--- config.mk ---
export PLATFORM = sky130hd
export DESIGN_NAME = msp_mul
export DESIGN_NICKNAME = d
export VERILOG_FILES = /design/src/hdl/msp_pkg.sv /design/src/hdl/msp_mul.sv
export SDC_FILE = /design/constraint.sdc
export NUM_CORES = 2
export LEC_CHECK = 0
export BUFFER_PORTS_ARGS = -buffer_cell sky130_fd_sc_hd__buf_2
export CORE_UTILIZATION = 60
export CTS_CLUSTER_DIAMETER = 120
export DETAILED_ROUTE_END_ITERATION = 7
export PLACE_DENSITY = 0.79
export SYNTH_ARGS = -nofsm -noshare
export SYNTH_HDL_FRONTEND = slang
export SYNTH_SLANG_ARGS = --single-unit
--- constraint.sdc ---
create_clock -name clk -period 18.5 [get_ports clk]
set_input_delay 2.775 -clock clk [delete_from_list [all_inputs] [get_ports clk]]
set_output_delay 2.775 -clock clk [all_outputs]
set_load 0.02 [all_outputs]
--- src/hdl/msp_pkg.sv ---
// Shared types, codes and arithmetic helpers for the motor speed PID controller.
`timescale 1ns / 1ps
`default_nettype none
package msp_pkg;

  localparam int MUL_A_W = 33;
  localparam int MUL_B_W = 25;
  localparam int PROD_W  = MUL_A_W + MUL_B_W;
  localparam int DIV_W   = 32;
  localparam int DVS_W   = 8;

  localparam logic [15:0] GLITCH_SPEED = 16'd65530;
  localparam logic [9:0]  MS_PER_S     = 10'd1000;

  typedef enum logic [1:0] {
    ST_CORRECTED = 2'd0,
    ST_CUT       = 2'd1,
    ST_GLITCH    = 2'd2
  } status_t;

  localparam logic [1:0] OVR_NONE     = 2'd0;
  localparam logic [1:0] OVR_START    = 2'd1;
  localparam logic [1:0] OVR_CANCEL   = 2'd2;
  localparam logic [1:0] OVR_RESERVED = 2'd3;

  localparam logic [2:0] REG_GAIN_P    = 3'd0;
  localparam logic [2:0] REG_GAIN_I    = 3'd1;
  localparam logic [2:0] REG_GAIN_D    = 3'd2;
  localparam logic [2:0] REG_PROT_MIN  = 3'd3;
  localparam logic [2:0] REG_SOFT_LOW  = 3'd4;
  localparam logic [2:0] REG_SOFT_HIGH = 3'd5;
  localparam logic [2:0] REG_HARD_LOW  = 3'd6;
  localparam logic [2:0] REG_HARD_HIGH = 3'd7;

  typedef struct packed {
    logic             start;
    logic [DIV_W-1:0] dividend;
    logic [DVS_W-1:0] divisor;
  } div_req_t;

  typedef struct packed {
    logic             done;
    logic [DIV_W-1:0] quotient;
  } div_rsp_t;

  function automatic logic signed [15:0] sat16(input logic signed [32:0] v);
    if (v > 33'sd32767) begin
      sat16 = 16'sh7fff;
    end else if (v < -33'sd32768) begin
      sat16 = 16'sh8000;
    end else begin
      sat16 = v[15:0];
    end
  endfunction

  function automatic logic signed [15:0] scale16(input logic signed [PROD_W-1:0] p);
    logic signed [PROD_W-1:0] adj;
    logic signed [PROD_W-1:0] sh;
    adj = p[PROD_W-1] ? p + PROD_W'(65535) : p;
    sh  = adj >>> 16;
    if (sh > PROD_W'(32767)) begin
      scale16 = 16'sh7fff;
    end else if (sh < -PROD_W'(32768)) begin
      scale16 = 16'sh8000;
    end else begin
      scale16 = sh[15:0];
    end
  endfunction

endpackage
`default_nettype wire

--- src/hdl/msp_mul.sv ---
// Shared signed multiplier with a registered product.
`timescale 1ns / 1ps
`default_nettype none
module msp_mul
  import msp_pkg::*;
(
  input  wire logic                      clk,
  input  wire logic signed [MUL_A_W-1:0] a,
  input  wire logic signed [MUL_B_W-1:0] b,
  output logic signed [PROD_W-1:0]       p
);

  always_ff @(posedge clk) begin
    p <= PROD_W'(a) * PROD_W'(b);
  end

endmodule
`default_nettype wire

==> summary.txt <==
Drt
  • Vias/cell: 5.789
  • DRT iter0 DRCs: 1,529
  • DRC Markers: 0
  • ANT nets after route: 0
  • DR vias: 22,270
  • Wire per inst: 20.75 um
  • Drt first pass iters: 5
  • Routed wire length: 79,820 um

Clock network
  • Worst-path clk slew: 0.06 ns
  • CTS sink count: 58
  • CTS root buffer: clkbuf_16
  • H-tree depth: 3
  • CTS Hold Bufs: 0
  • Clk buf depth: 2
  • CTS Buf Count: 9
  • CTS tree: built
  • Postcts setup bufs: 0
  • CTS-repair resized insts: 0

Die
  • Chip Width: 226.4 um
  • Core ar.: 49,250 um2
  • DIE AREA: 51,240 um2
  • Top Ports: 117
  • Starting Density: 61.32%
  • Row cnt: 81
  • Die Y: 226.4 um

Global route
  • Gr usage total: 33.52%
  • First-pass GRT wire length: 130,600 um
  • Vias in the first global route: 25,100
  • Grt total ovfl: 0
  • Initial antenna violation count: 3
  • Pin count of the biggest net entering global routing: 34

Layout
  • Antenna Cells: 0
  • Fin nets: 4,236
  • Largest register FFs: 58
  • Biggest regs: p x58
  • Biggest register: p
  • Area Overhead vs Synth: 3.467%
  • Share of cells above drive strength 1: 4.681%

Yosys
  • Syn_nets: 4,266
  • Syn. warnings: 0
  • Register area share after synthesis: 3.844%
  • Unique cell type count in the Yosys netlist: 60
  • Syn_area_per_cell: 9.415 um2
  • Fraction of synthesis flops using an asynchronous set or reset pin: 0%
  • Post-synthesis cell area: 30,200 um2
  • Synth Register Bits: 58
  • Ys flop type: dfxtp_1
  • Cell count after synthesis: 3,208
  • Post-synth EDFFs: 0

STA
  • Final setup TNS: 0 ns
  • Relative slew margins: 28.92%
  • Unrepaired setup endpoints after global routing: no
  • Final setup violation count: 0
  • Final hold violations: 0
  • Tcrit/Tclk final: 55.50%
  • Slew Limit Fails: 0
  • Fmax: 97.40 MHz
  • Clock period minus worst slack: 10.27 ns
  • Worst Max-Slew Pin Slew: 1.060 ns

Setup path
  • Slowest stage cell, crit path: clkinv_1
  • Buf+Inv Stages, Crit Path: 4
  • CP most frequent cell: fa_1
  • Crit Path Class: input pin to flip-flop
  • Crit-path max FO: 26
  • CP startpoint kind: input pin
  • Crit-path leading delay family: adder cells
  • Worst path arrival time: 10.45 ns
  • CP Cell Sequence: buf_2, clkinv_1, nor2_1, fa_1, fa_1, fa_1, fa_1, fa_1, fa_1, inv_1, fa_1, inv_1, ha_1, a21oi_1, o21bai_1, a21o_1, nor3b_1, nand4_1, o21ai_1, o221ai_1, a21oi_1, o211ai_1
  • Crit-path max cell delay: 0.90 ns
  • Crit path required time: 18.68 ns
  • Element type at the critical path end: flip-flop

Worst hold path
  • Hold Path Class: input pin to flip-flop

Status
  • Status: finished clean

Placement
  • Gpl congestion: 0.9789
  • HPWL after detailed placement: 62,330 um
  • PortBufs: 116

Flow run
  • Max-cap violations: 0
## worst paths after layout
path | start | end | slack [ns] | cells after the start
worst max-delay path | b[24] | p[57] | 8.23 | 22
worst min-delay path | b[0] | p[0] | 3.02 | 2
## synth_stat cells (7+ instances only)
cell / count / share of area, %
fa_1: 842 / 56
inv_1: 785 / 9.8
nand2_1: 416 / 5.2
and2_1: 409 / 8.5
ha_1: 157 / 6.5
clkbuf_1: 148 / 1.8
dfxtp_1: 58 / 3.8
nor2_1: 57 / 0.71
a21oi_1: 51 / 0.85
xnor2_1: 44 / 1.3
a21o_1: 34 / 0.85
o21ai_0: 28 / 0.46
nand3_1: 16 / 0.27
nand4_1: 15 / 0.31
o21bai_1: 15 / 0.37
xor2_1: 15 / 0.43
nand2b_1: 11 / 0.23
a31oi_1: 10 / 0.21
a211oi_1: 8 / 0.20
and3_1: 8 / 0.17
o211ai_1: 7 / 0.17
## final cells by class
| cell class | count | area, um2 |
|---|---|---|
| timing repair buffer | 117 | 588.1 |
| clock buffer | 10 | 239.0 |
| multi-input combinational | 2206 | 25440 |
| fill | 3985 | 18000 |
| clock inverter | 6 | 41.29 |
| inverter | 786 | 2950 |
| sequential | 58 | 1161 |
| tap | 664 | 830.8 |
## kinds of logic (layout without fill, tap and decap cells)
| kind of cell | Yosys count | count (layout) | share of synthesized area [%] |
|---|---|---|---|
| xor gates and xnor gates | 59 | 59 | 1.711 |
| and+or+nand+nor | 954 | 954 | 15.78 |
| DFF | 58 | 58 | 3.844 |
| adders and majority gates | 999 | 999 | 62.31 |
| buffers and inverters | 944 | 919 | 11.93 |
| AOI/OAI and AO/OA | 194 | 194 | 4.424 |
## cell usage in the layout (no fill, tap or decap), types with 7 or more instances in the layout
master	instances
buf_2	116
nand4_1	15
a211oi_1	8
o21bai_1	15
o21ai_0	28
xor2_1	15
a21o_1	34
nor2_1	57
xnor2_1	44
a21oi_1	51
fa_1	842
and2_1	409
o211ai_1	7
nand2_1	416
inv_1	785
and3_1	8
clkbuf_16	9
ha_1	157
nand2b_1	11
nand3_1	16
a31oi_1	10
dfxtp_1	58
## through the flow
step           util (%)  hold WS [ns]  area, um2  cells  worst slack, ns
3_5_place_dp      62.88         3.191      30970   3831            7.990
6_report          63.45         3.019      31250   3847            8.233
5_1_grt           63.45         3.026      31250   3847            8.007
3_3_place_gp      62.88         3.192      30970   3831            8.221
2_1_floorplan         -         2.902      30200   3208            9.330
4_1_cts           63.45         3.000      31250   3847            8.314
## per-layer routing
metal	track usage [%]	vias to the layer above	part of all wire (%)
met5	0	-	0.016
met4	20.38	2	7.2
met3	5.481	352	8.4
met2	56.88	1262	50
met1	40.17	11510	34
li1	-	9146	-
Power is left out: the tool's default activity adds up to more than one toggle a clock period on the data nets, which glitch-free logic cannot reach.
