--- src/hdl/msp_pkg.sv ---
// Shared types, codes and arithmetic helpers for the motor speed PID controller.
`timescale 1ns / 1ps
`default_nettype none
package msp_pkg;

  localparam int MUL_A_W = 33;
  localparam int MUL_B_W = 25;
  localparam int PROD_W  = MUL_A_W + MUL_B_W;
  localparam int DIV_W   = 32;
  localparam int DVS_W   = 8;

  localparam logic [15:0] GLITCH_SPEED = 16'd65530;
  localparam logic [9:0]  MS_PER_S     = 10'd1000;

  typedef enum logic [1:0] {
    ST_CORRECTED = 2'd0,
    ST_CUT       = 2'd1,
    ST_GLITCH    = 2'd2
  } status_t;

  localparam logic [1:0] OVR_NONE     = 2'd0;
  localparam logic [1:0] OVR_START    = 2'd1;
  localparam logic [1:0] OVR_CANCEL   = 2'd2;
  localparam logic [1:0] OVR_RESERVED = 2'd3;

  localparam logic [2:0] REG_GAIN_P    = 3'd0;
  localparam logic [2:0] REG_GAIN_I    = 3'd1;
  localparam logic [2:0] REG_GAIN_D    = 3'd2;
  localparam logic [2:0] REG_PROT_MIN  = 3'd3;
  localparam logic [2:0] REG_SOFT_LOW  = 3'd4;
  localparam logic [2:0] REG_SOFT_HIGH = 3'd5;
  localparam logic [2:0] REG_HARD_LOW  = 3'd6;
  localparam logic [2:0] REG_HARD_HIGH = 3'd7;

  typedef struct packed {
    logic             start;
    logic [DIV_W-1:0] dividend;
    logic [DVS_W-1:0] divisor;
  } div_req_t;

  typedef struct packed {
    logic             done;
    logic [DIV_W-1:0] quotient;
  } div_rsp_t;

  function automatic logic signed [15:0] sat16(input logic signed [32:0] v);
    if (v > 33'sd32767) begin
      sat16 = 16'sh7fff;
    end else if (v < -33'sd32768) begin
      sat16 = 16'sh8000;
    end else begin
      sat16 = v[15:0];
    end
  endfunction

  function automatic logic signed [15:0] scale16(input logic signed [PROD_W-1:0] p);
    logic signed [PROD_W-1:0] adj;
    logic signed [PROD_W-1:0] sh;
    adj = p[PROD_W-1] ? p + PROD_W'(65535) : p;
    sh  = adj >>> 16;
    if (sh > PROD_W'(32767)) begin
      scale16 = 16'sh7fff;
    end else if (sh < -PROD_W'(32768)) begin
      scale16 = 16'sh8000;
    end else begin
      scale16 = sh[15:0];
    end
  endfunction

endpackage
`default_nettype wire

--- src/hdl/msp_div.sv ---
// Shared unsigned restoring divider, one quotient bit per cycle.
`timescale 1ns / 1ps
`default_nettype none
module msp_div
  import msp_pkg::*;
(
  input  wire logic clk,
  input  wire logic rst,
  input  wire div_req_t req,
  output div_rsp_t rsp
);

  localparam int CNT_W = $clog2(DIV_W);

  logic             busy;
  logic [CNT_W-1:0] cnt;
  logic [DIV_W-1:0] q;
  logic [DVS_W-1:0] r;
  logic [DVS_W-1:0] dvs;
  logic             done;
  logic [DVS_W:0]   r_sh;

  assign r_sh = {r, q[DIV_W-1]};
  assign rsp.done = done;
  assign rsp.quotient = q;

  always_ff @(posedge clk) begin
    if (rst) begin
      busy <= 1'b0;
      done <= 1'b0;
      cnt  <= '0;
    end else begin
      done <= busy && !req.start && (cnt == CNT_W'(DIV_W - 1));
      if (req.start) begin
        busy <= 1'b1;
        cnt  <= '0;
      end else if (busy) begin
        cnt <= cnt + 1'b1;
        if (cnt == CNT_W'(DIV_W - 1)) begin
          busy <= 1'b0;
        end
      end
    end
  end

  always_ff @(posedge clk) begin
    if (req.start) begin
      q   <= req.dividend;
      r   <= '0;
      dvs <= req.divisor;
    end else if (busy) begin
      if (r_sh >= {1'b0, dvs}) begin
        r <= DVS_W'(r_sh - {1'b0, dvs});
        q <= {q[DIV_W-2:0], 1'b1};
      end else begin
        r <= r_sh[DVS_W-1:0];
        q <= {q[DIV_W-2:0], 1'b0};
      end
    end
  end

endmodule
`default_nettype wire

--- config.mk ---
export PLATFORM = sky130hd
export DESIGN_NAME = msp_div
export DESIGN_NICKNAME = d
export VERILOG_FILES = /design/src/hdl/msp_pkg.sv /design/src/hdl/msp_div.sv
export SDC_FILE = /design/constraint.sdc
export NUM_CORES = 1
export LEC_CHECK = 0
export ABC_AREA = 1
export BUFFER_PORTS_ARGS = -buffer_cell sky130_fd_sc_hd__buf_2
export CORE_ASPECT_RATIO = 1.4
export CORE_MARGIN = 1
export CORE_UTILIZATION = 50
export CTS_CLUSTER_SIZE = 14
export DETAILED_ROUTE_END_ITERATION = 8
export HOLD_SLACK_MARGIN = 0.05
export PLACE_DENSITY = 0.76
export SYNTH_ARGS = -nofsm -noshare
export SYNTH_HDL_FRONTEND = slang
export SYNTH_SLANG_ARGS = --single-unit
--- constraint.sdc ---
create_clock -name clk -period 4.35 [get_ports clk]
set_input_delay 0.435 -clock clk [delete_from_list [all_inputs] [get_ports clk]]
set_output_delay 0.435 -clock clk [all_outputs]
set_load 0.01 [all_outputs]
==> metrics.yaml <==
clkPwrFrac: 0.252
hold_depth: 1
finalPower_uw: 1124
grt_util_met2: 0.3600
holdWs_ns: 0.3058
synth.net_count: 383
crit_chain: "buf_2, nor2_1, inv_1, buf_4"
timing.final.ws_setup_ns: 2.392
initialDrtViolationCount: 89
yosys_most_used_dff: "edfxtp_1"
synth.avg_cell_area_sq_um: 8.602
synth-adder-area-share: 0.05128
max-clock-path-buffers: 2
grt_usage: 0.2089
dp_hpwl_mm: 4.122
syn_inst: 329
antenna_cells: 0
period_minus_slack_ns: 1.958
core_sq_um: 5485
fin_skew_ns: 0.006158
drc: 0
yosysMostFrequentCell: "nand2_1"
worstHoldStart: "req[1]"
clock-root-buffer: "clkbuf_8"
p_switching_uw: 301.1
num_io_pins: 76
status: "completed"
cts_buffers: 5
clk_pin_slew_worst_paths_ns: 0.09
postCtsSetupBuffers: 0
hold_viol_final: 0
rsz0062_at_grt: "false"
endpoint_kind: "flop"
die_h_um: 91.02
nFillCells: 469
die_x_um: 65.59
timing.final.crit_share: 0.4500
relSlewSlack: 0.4728
async_reset_ff_frac: 0
cp.required_ns: 4.31
rows: 32
reg2reg_from: "q[31]$_DFFE_PP_"
setup_tns_ns: 0
p_int_uw: 823.1
timing.rr.end: "r[4]$_SDFFE_PP0P_"
area_delta_synth_final_pct: 18.13
clock_latency_ns: 0.30
synth_area_sq_um: 2830
antenna_found_initial: 0
critical_path.slowest_cell: "buf_2"
cts.repair.resized: 0
grt_pass1_vias: 2248
grt_util_met3: 0.04271
grt_max_degree: 44
wl_per_cell_um: 11.80
cts_tree: "yes"
cp-start-kind: "input port"
tightestPinTransition_ns: 0.7908
drive_above_1_share: 0.2500
holdPathEnd: "dvs[1]$_DFFE_PP_"
grt_pass1_wl_mm: 9.687
grtUsageMet1: 0.2457
synth_top_family_by_area: "simple AND/OR/NAND/NOR gates"
p_per_area_nw_per_um2: 336.3
yosys.area.top_type_share: 0.4244
critical_path_class: "input port to flop"
pre_cts_ws_ns: 2.060
synth_xor_area_frac: 0.009284
cts.sinks: 55
synthSimpleGateAreaFrac: 0.3210
globalplace.congestion: 0.8419
max-vdd-ir-drop_uv: 278.3
vias_per_cell: 4.900
critPathMaxFanout: 43
htree_levels: 2
power_leakage_uw: 0.001720
max_stage_delay_ns: 0.60
vias: 2313
synth_cell_types: 37
synth_edf_count: 40
synth_mux_area_frac: 0
drt_pass1_iterations: 4
pwr-share-comb: 0.182
synthTopCellsByCount: "155 x nand2_1, 40 x edfxtp_1, 31 x inv_1, 15 x dfxtp_1, 14 x nand3_1"
max_clock_freq_mhz: 510.8
cts_hold_buf: 0
arrival_ns: 1.92
ys_seq_elements: 55
pwr-share-seq: 0.566
synth_compound_area_frac: 0.02520
yosysSeqAreaShare: 0.5305
sw_frac_of_total: 0.2678
ant_nets: 0
yosysWarnings: 0
totalWireLength_mm: 5.568
r2r_cells: 8
synth_area_leader_cell: "edfxtp_1"
slew_violations: 0
hold_class: "input port to flop"
busiest_layer: "met2"
synth_area_leaders: "edfxtp_1 42%, nand2_1 21%, dfxtp_1 11%, ha_1 4.4%, inv_1 4.1%"
gr-total-overflow: 0
nets: 457
reg2reg_slack_ns: 2.61
die-area_sq_um: 5970
setup_viol: 0
maxCapViolations: 0
port_buffers: 75
initial_core_util: 0.5160
[power groups by stage]
stage | sequential [uW] | combinational (uW) | clock (uW)
2_1_floorplan | 659 | 117 | 0
6_report | 636 | 205 | 284
3_5_place_dp | 646 | 206 | 0
4_1_cts | 636 | 206 | 289
3_3_place_gp | 648 | 201 | 0
5_1_grt | 642 | 232 | 305
[cells by family after synthesis]
group / count (synthesis)
AND/OR/NAND/NOR: 205
flip-flops: 55
buffers and inverters: 43
AO/OA/AOI/OAI: 12
adder cells (fa/ha/maj): 11
XOR/XNOR: 3
[worst max path at each step]
stage,startpoint,to,slack (ns),cells past startpoint
finish,req[40],q[27]$_DFFE_PP_,2.39,4
global route,req[40],q[27]$_DFFE_PP_,2.22,4
CTS,req[40],q[27]$_DFFE_PP_,2.38,4
detailed placement,req[40],q[24]$_DFFE_PP_,2.06,4
global placement,req[40],q[23]$_DFFE_PP_,2.11,4
floorplan,req[40],q[0]$_DFFE_PP_,2.50,3
[metrics by stage]
| stage | std cells | utilization | area (sq um) |
|---|---|---|---|
| 2_1_floorplan | 329 | - | 2830 |
| 3_3_place_gp | 464 | 0.5928 | 3252 |
| 3_5_place_dp | 464 | 0.5928 | 3252 |
| 4_1_cts | 472 | 0.6095 | 3343 |
| 5_1_grt | 472 | 0.6095 | 3343 |
| 6_report | 472 | 0.6095 | 3343 |
[sequential cells by signal (all words and copies together), names as in the netlist]
name,count
q,32
dvs,8
r,8
cnt,5
busy,1
done,1
[layer usage]
metal | part of all wire | vias up
li1 | - | 1194
met1 | 0.41 | 1032
met2 | 0.51 | 77
met3 | 0.055 | 10
met4 | 0.024 | 0
met5 | 0 | -
[critical path: cells and delay by family]
kind	cells	cell delay, ns
buf+inv	3	1.10
simple gates	1	0.34
[final cells by class]
class | count | area [sq um] | area share
sequential | 55 | 1501 | 0.4491
multi-input combinational | 231 | 1151 | 0.3443
timing repair buffer | 77 | 390.4 | 0.1168
inverter | 33 | 123.9 | 0.03705
clock buffer | 7 | 86.33 | 0.02582
tap | 68 | 85.08 | 0.02545
clock inverter | 1 | 5.005 | 0.001497
[placed cells by master, fill, tap and decap left out, types with 2 or more instances in the layout]
cell type,instances
a21oi_1,5
a31oi_1,2
buf_2,75
buf_4,2
clkbuf_8,6
dfxtp_1,15
edfxtp_1,40
ha_1,10
inv_1,31
nand2_1,155
nand2_2,4
nand3_1,14
nand3_2,2
nand3b_1,5
nand4_1,2
nor2_1,11
nor2_4,2
nor3_1,2
o21ai_0,2
xor2_1,2
(Power assumes the default switching activity.)
